`config.mk`:
```
export PLATFORM = sky130hd
export DESIGN_NAME = dpw_focal_div
export DESIGN_NICKNAME = d
export VERILOG_FILES = /design/src/hdl/dpw_pkg.sv /design/src/hdl/dpw_focal_div.sv
export VERILOG_INCLUDE_DIRS = /design/src /design/src/hdl
export SDC_FILE = /design/constraint.sdc
export NUM_CORES = 2
export LEC_CHECK = 0
export ABC_AREA = 0
export BUFFER_PORTS_ARGS = -buffer_cell sky130_fd_sc_hd__buf_2
export CORE_UTILIZATION = 55
export CTS_BUF_LIST = sky130_fd_sc_hd__clkbuf_16
export DETAILED_ROUTE_END_ITERATION = 7
export PLACE_DENSITY = 0.75
export SYNTH_ARGS = -nofsm -noshare
export SYNTH_HDL_FRONTEND = slang
export SYNTH_SLANG_ARGS = --single-unit
```
`constraint.sdc`:
```
create_clock -name clk -period 5.9 [get_ports clk]
set_input_delay 1.475 -clock clk [delete_from_list [all_inputs] [get_ports clk]]
set_output_delay 1.475 -clock clk [all_outputs]
set_load 0.01 [all_outputs]
```
`src/hdl/assert_macros.svh`:
```
// assertion macros shared by the depth back-projection rtl
// expects clk and rst_n in the scope of every use; no other dependencies
`ifndef ASSERT_MACROS_SVH
`define ASSERT_MACROS_SVH

`ifndef SYNTH
// expression holds on every edge out of reset
`define DPW_ASSERT(label, expr) \
    label: assert property (@(posedge clk) disable iff (!rst_n) (expr)) \
        else $error("dpw check failed");
// consequent holds on the same edge as the antecedent
`define DPW_ASSERT_IMPL(label, ante, cons) \
    label: assert property (@(posedge clk) disable iff (!rst_n) (ante) |-> (cons)) \
        else $error("dpw check failed");
// consequent holds on the edge after the antecedent
`define DPW_ASSERT_NEXT(label, ante, cons) \
    label: assert property (@(posedge clk) disable iff (!rst_n) (ante) |=> (cons)) \
        else $error("dpw check failed");
`else
`define DPW_ASSERT(label, expr)
`define DPW_ASSERT_IMPL(label, ante, cons)
`define DPW_ASSERT_NEXT(label, ante, cons)
`endif

`endif

```
`src/hdl/dpw_pkg.sv`:
```
// shared widths, constants and types for the depth back-projection pipeline
// no dependencies
package dpw_pkg;

    // pixel coordinate bits actually used
    localparam int COORD_BITS = 12;

    // fixed field widths
    localparam int PIXEL_W    = 12;
    localparam int DEPTH_W    = 24;
    localparam int MAXD_W     = 23;
    localparam int SHIFT_W    = 32;
    localparam int QUAT_W     = 16;
    localparam int WORLD_W    = 32;
    localparam int CFG_IDX_W  = 3;
    localparam int CFG_DATA_W = 32;

    // register map of the configuration port
    typedef enum logic [CFG_IDX_W-1:0] {
        REG_MAX_DEPTH = 3'd0,
        REG_SHIFT_X   = 3'd1,
        REG_SHIFT_Y   = 3'd2,
        REG_SHIFT_Z   = 3'd3,
        REG_QUAT_W    = 3'd4,
        REG_QUAT_X    = 3'd5,
        REG_QUAT_Y    = 3'd6,
        REG_QUAT_Z    = 3'd7
    } cfg_reg_t;

    // pinhole model
    localparam int CENTER_COL = 320;
    localparam int CENTER_ROW = 240;
    localparam int CENTER_W   = 9;
    localparam int FOCAL_PIX  = 554;
    localparam int FOCAL_BITS = 10;
    localparam int FOCAL_HALF = FOCAL_PIX / 2;

    // back-projection datapath widths
    localparam int COL_W     = (COORD_BITS < PIXEL_W) ? COORD_BITS : PIXEL_W;
    localparam int DIFF_W    = ((COL_W > CENTER_W) ? COL_W : CENTER_W) + 1;
    localparam int PROD_W    = DEPTH_W + DIFF_W;
    localparam int MAG_W     = DEPTH_W - 2 + DIFF_W;
    localparam int DIV_SHIFT = MAG_W + 1;
    localparam int RECIP_W   = DIV_SHIFT - (FOCAL_BITS - 1);
    localparam int LO_W      = (MAG_W + 1) / 2;
    localparam int HI_W      = MAG_W - LO_W;
    localparam int PSUM_W    = MAG_W + RECIP_W + 1;
    localparam int QUO_W     = MAG_W - (FOCAL_BITS - 1);
    localparam int CAM_W     = QUO_W + 1;

    localparam logic [RECIP_W-1:0] DIV_RECIP =
        RECIP_W'((64'd1 << DIV_SHIFT) / FOCAL_PIX);

    // rotation datapath widths
    localparam int PRD_W    = 2 * QUAT_W;
    localparam int ROT_W    = 2 * QUAT_W + 2;
    localparam int PP_W     = ROT_W + CAM_W;
    localparam int ACC_W    = PP_W + 2;
    localparam int ROT_FRAC = 28;
    localparam int RND_W    = ACC_W - ROT_FRAC;
    localparam int SUM_W    = RND_W + 2;

    // divider pipeline depth
    localparam int DIV_STAGES = 6;

    typedef struct packed {
        logic [DIV_STAGES-1:0] en;   // stage load enables
        logic [DIV_STAGES-1:0] vld;  // stage holds a live request
    } dpw_div_ctl_t;

endpackage

```
`src/hdl/dpw_focal_div.sv`:
```
// pipelined signed divide by the focal length, rounded to nearest, ties away from zero
// depends on dpw_pkg and assert_macros.svh
`include "assert_macros.svh"

module dpw_focal_div (
    input  logic                                clk,
    input  logic                                rst_n,
    input  dpw_pkg::dpw_div_ctl_t               ctl,
    input  logic signed [dpw_pkg::PROD_W-1:0]   prod,
    output logic signed [dpw_pkg::CAM_W-1:0]    quo
);
    import dpw_pkg::*;

    logic                    neg_next;
    logic [MAG_W-1:0]        mag_next;
    logic [PSUM_W-1:0]       psum;
    logic [MAG_W-1:0]        rem;

    logic                    neg0_reg, neg1_reg, neg2_reg, neg3_reg, neg4_reg;
    logic [MAG_W-1:0]        mag0_reg, mag1_reg, mag2_reg, mag3_reg;
    logic [HI_W+RECIP_W-1:0] ph_reg;
    logic [LO_W+RECIP_W-1:0] pl_reg;
    logic [QUO_W-1:0]        q0_reg, q3_reg, q4_reg;
    logic [MAG_W-1:0]        qp_reg;
    logic signed [CAM_W-1:0] quo_reg;

    // magnitude plus half the divisor in one adder
    always_comb
    begin
        neg_next = prod[PROD_W-1];
        if (neg_next)
            mag_next = MAG_W'(~prod) + MAG_W'(FOCAL_HALF + 1);
        else
            mag_next = MAG_W'(prod) + MAG_W'(FOCAL_HALF);
    end

    assign psum = (PSUM_W'(ph_reg) << LO_W) + PSUM_W'(pl_reg);
    assign rem  = mag3_reg - qp_reg;

    always_ff @(posedge clk)
    begin
        if (ctl.en[0])
        begin
            neg0_reg <= neg_next;
            mag0_reg <= mag_next;
        end
        // reciprocal product, split in two halves
        if (ctl.en[1])
        begin
            neg1_reg <= neg0_reg;
            mag1_reg <= mag0_reg;
            ph_reg   <= (HI_W+RECIP_W)'(mag0_reg[MAG_W-1:LO_W]) * (HI_W+RECIP_W)'(DIV_RECIP);
            pl_reg   <= (LO_W+RECIP_W)'(mag0_reg[LO_W-1:0]) * (LO_W+RECIP_W)'(DIV_RECIP);
        end
        // estimate, low by at most one
        if (ctl.en[2])
        begin
            neg2_reg <= neg1_reg;
            mag2_reg <= mag1_reg;
            q0_reg   <= QUO_W'(psum >> DIV_SHIFT);
        end
        if (ctl.en[3])
        begin
            neg3_reg <= neg2_reg;
            mag3_reg <= mag2_reg;
            q3_reg   <= q0_reg;
            qp_reg   <= MAG_W'(q0_reg) * MAG_W'(FOCAL_PIX);
        end
        // one correction step
        if (ctl.en[4])
        begin
            neg4_reg <= neg3_reg;
            q4_reg   <= (rem >= MAG_W'(FOCAL_PIX)) ? q3_reg + QUO_W'(1) : q3_reg;
        end
        if (ctl.en[5])
        begin
            if (neg4_reg)
                quo_reg <= -$signed({1'b0, q4_reg});
            else
                quo_reg <= $signed({1'b0, q4_reg});
        end
    end

    assign quo = quo_reg;

    `DPW_ASSERT_IMPL(a_rem_bound, ctl.vld[3], rem < MAG_W'(2 * FOCAL_PIX))
    `DPW_ASSERT_IMPL(a_vld_needs_room, ctl.vld[5] && ctl.en[5], ctl.en[4])
    `DPW_ASSERT_IMPL(a_en_chain, !ctl.vld[0], ctl.en[0])

endmodule
```
==> flow_metrics.py <==
metrics = {
    "clocking": {
        "htree_levels": 2,
        "cts_inserted_buffers": 38,
        "clk_lat_worst_skew_ns": 0.57,
        "max-clock-path-buffers": 3,
        "cts_root_buf": "sky130_fd_sc_hd__clkbuf_16",
        "cts_hold_buf": 0,
        "tritoncts_clock_tree": "yes",
        "cts.sink_count": 340,
        "clk_pin_slew_worst_paths_ns": 0.07,
    },
    "yosys": {
        "synthesis.nets": 3758,
        "ys_seq_elements": 340,
        "synth_cells": 2887,
        "yosys.cell_types.count": 83,
        "ys.flop_type": "sky130_fd_sc_hd__edfxtp_1",
        "synth_area_per_cell_um2": 11.2,
        "synth_sequential_area_ratio_pct": 31.6,
        "yosysWarnings": 0,
        "synth-edff-count": 340,
        "postSynth.asyncResetShare_pct": 0,
        "synth.cell_area_mm2": 0.0323,
    },
    "global_route": {
        "grt_util_all_layers_pct": 24.4,
        "first_global_vias": 23100,
        "grt_pass1_wl_um": 115000,
        "sum_of_overflow_across_all_layers_after_global_routing": 0,
        "initial_antenna_violation_count": 1,
        "maximum_number_of_pins_on_one_net_before_global_route_repair": 62,
    },
    "placement": {
        "preCtsSetupSlack_ns": -0.701,
        "cell_area_after_placement_mm2": 0.0353,
        "place.port_buffers": 69,
        "routability_congestion_estimate": 0.937,
        "dpl.hpwl_um": 58800,
    },
    "sta": {
        "clock.fmax_ghz": 0.157,
        "fin_setup_tns_ns": -4.17,
        "whs_ns": 0.406,
        "layout_setup_ws_ns": -0.462,
        "setup_viol": 16,
        "period_minus_slack_ns": 6.36,
        "finalHoldViolCount": 0,
        "rsz0062_at_grt": "yes",
        "worst-slew-pin-transition_ns": 0.822,
        "max_slew_margin_pct": 43.8,
        "clock_skew_ns": 0.0159,
        "report.final.slew_viol_count": 0,
        "finalCritPeriodShare_pct": 108,
    },
    "routing": {
        "count_of_nets_left_with_antenna_violations_after_detail_routing": 0,
        "drt-initial-drc-count": 963,
        "viasPerCell": 5.48,
        "routed_wl_um": 71000,
        "num_vias": 21900,
        "routed_wire_length_per_instance_um": 17.7,
        "drt_pass1_iterations": 5,
        "detail_route.drc_violations": 0,
    },
    "worst_setup_path": {
        "worstSetupEndpointType": "register",
        "r2r_setup_slack_ns": -0.46,
        "crit_chain": "fa_2, buf_6, fa_1, ha_4, fa_1, inv_2, fa_1, inv_2, fa_1, ha_4, a21o_1, a21o_1, a211oi_2, a31oi_1, buf_4, o2111ai_4, a311oi_4, a41oi_4, nor3_2, buf_4, or3_4, a21oi_2, xnor2_1",
        "critical-path-top-cell-by-count": "sky130_fd_sc_hd__fa_1",
        "crit_required_ns": 6.23,
        "worstPathBufferInverterCount": 5,
        "cp_max_fo": 3,
        "crit_path_start_kind": "register",
        "timing.critical_path.slowest_cell_delay_ns": 0.67,
        "criticalPathCategory": "register to register",
        "crit_family": "adder cells",
        "worst_ep_arrival_time_ns": 6.69,
        "worst_path_max_delay_cell": "sky130_fd_sc_hd__fa_2",
    },
    "die": {
        "core-area_mm2": 0.0579,
        "fp.dieArea_mm2": 0.0598,
        "die_w_um": 244,
        "core.rowCount": 88,
        "io_pins": 78,
        "die_h_um": 244,
        "initial_utilization_pct": 55.8,
    },
    "run": {
        "timing.max_cap.violations": 0,
    },
    "finish": {
        "antennaDiodeCount": 0,
        "fill_cells": 4327,
        "drive_above_1_share_pct": 15.0,
        "design.final.nets": 4083,
        "largest_register_ff_count": 37,
        "mostFrequentLayoutCell": "sky130_fd_sc_hd__inv_1",
        "final_cell_area_mm2": 0.0373,
        "layout_common_cells": "sky130_fd_sc_hd__inv_1, sky130_fd_sc_hd__ha_1, sky130_fd_sc_hd__edfxtp_1",
        "area.growth.synth_to_final_pct": 15.3,
    },
    "worst_hold_path": {
        "holdCritPathClass": "register to register",
    },
    "run_status": {
        "failing_checks": "negative setup slack",
        "outcome": "finished, violations left",
    },
}
[final cells by class]
cell class / instances / area (um^2) / area share (%)
Clock buffer: 38 / 951 / 2.55
Clock inverter: 30 / 290 / 0.779
Inverter: 546 / 2050 / 5.50
Multi-Input combinational cell: 1970 / 20500 / 55.1
Sequential cell: 340 / 10200 / 27.4
Tap cell: 765 / 957 / 2.57
Timing Repair Buffer: 316 / 2280 / 6.11
[per-layer routing]
metal / wire length, um / track usage [%] / vias to the layer above / share of wire [%]
li1: - / - / 10500 / -
met1: 31500 / 32.4 / 10800 / 44
met2: 35000 / 42.5 / 497 / 49
met3: 3080 / 3.07 / 93 / 4.3
met4: 1370 / 5.68 / 0 / 1.9
met5: 0 / 0 / - / 0
[cells in the mapped netlist (all sizes together) (50+ instances only)]
cell type,n,area [um^2]
inv,546,2050
ha,494,6180
edfxtp,340,10200
fa,326,6530
nor2,133,499
xnor2,131,1150
nand2,119,447
a21oi,116,581
o21ai,89,445
xor2,64,561
nor3,52,260
nand3,51,255
a21o,50,375
[worst paths after layout]
kind	startpoint	cells after the start	end
worst max-delay path	mag0_reg[7]	23	pl_reg[43]
worst min-delay path	mag1_reg[29]	0	mag2_reg[29]
worst max register to register	mag0_reg[7]	23	pl_reg[43]
worst min register to register	mag1_reg[29]	0	mag2_reg[29]
[worst register-to-register path, cell delays in order, from the launching register on]
cell	delay [ns]
sky130_fd_sc_hd__edfxtp_1	0.41
sky130_fd_sc_hd__fa_2	0.67
sky130_fd_sc_hd__buf_6	0.12
sky130_fd_sc_hd__fa_1	0.44
sky130_fd_sc_hd__ha_4	0.24
sky130_fd_sc_hd__fa_1	0.53
sky130_fd_sc_hd__inv_2	0.05
sky130_fd_sc_hd__fa_1	0.55
sky130_fd_sc_hd__inv_2	0.04
sky130_fd_sc_hd__fa_1	0.55
sky130_fd_sc_hd__ha_4	0.22
sky130_fd_sc_hd__a21o_1	0.17
sky130_fd_sc_hd__a21o_1	0.16
sky130_fd_sc_hd__a211oi_2	0.24
sky130_fd_sc_hd__a31oi_1	0.12
sky130_fd_sc_hd__buf_4	0.17
sky130_fd_sc_hd__o2111ai_4	0.22
sky130_fd_sc_hd__a311oi_4	0.17
sky130_fd_sc_hd__a41oi_4	0.22
sky130_fd_sc_hd__nor3_2	0.07
sky130_fd_sc_hd__buf_4	0.13
sky130_fd_sc_hd__or3_4	0.39
sky130_fd_sc_hd__a21oi_2	0.16
sky130_fd_sc_hd__xnor2_1	0.08
[what timing repair did]
action | CTS | global route
gates resized for setup | 62 | 46
endpoints found under the hold margin | 0 | 0
buffers inserted | 19 | 21
pin swaps | 45 | 43
endpoints found under the setup margin | 22 | 27
[metrics by stage]
step                cells  util, %
finish               4005     64.3
global route         4005     64.3
CTS                  3991     63.8
detailed placement   3907     60.9
global placement     3907     60.9
floorplan            2887        -
[kinds of logic after synthesis]
| logic type | after synthesis | share of synthesized area, % |
|---|---|---|
| flip-flops | 340 | 31.6 |
| XOR/XNOR | 195 | 5.28 |
| buffers and inverters | 577 | 6.83 |
| adder cells (fa/ha/maj) | 820 | 39.3 |
| AND/OR/NAND/NOR | 529 | 8.20 |
| multiplexers | 10 | 0.321 |
| AO/OA/AOI/OAI | 416 | 8.49 |
Power is not shown: default switching activity piles up to over one toggle a cycle in this logic, so the estimate is an artifact.
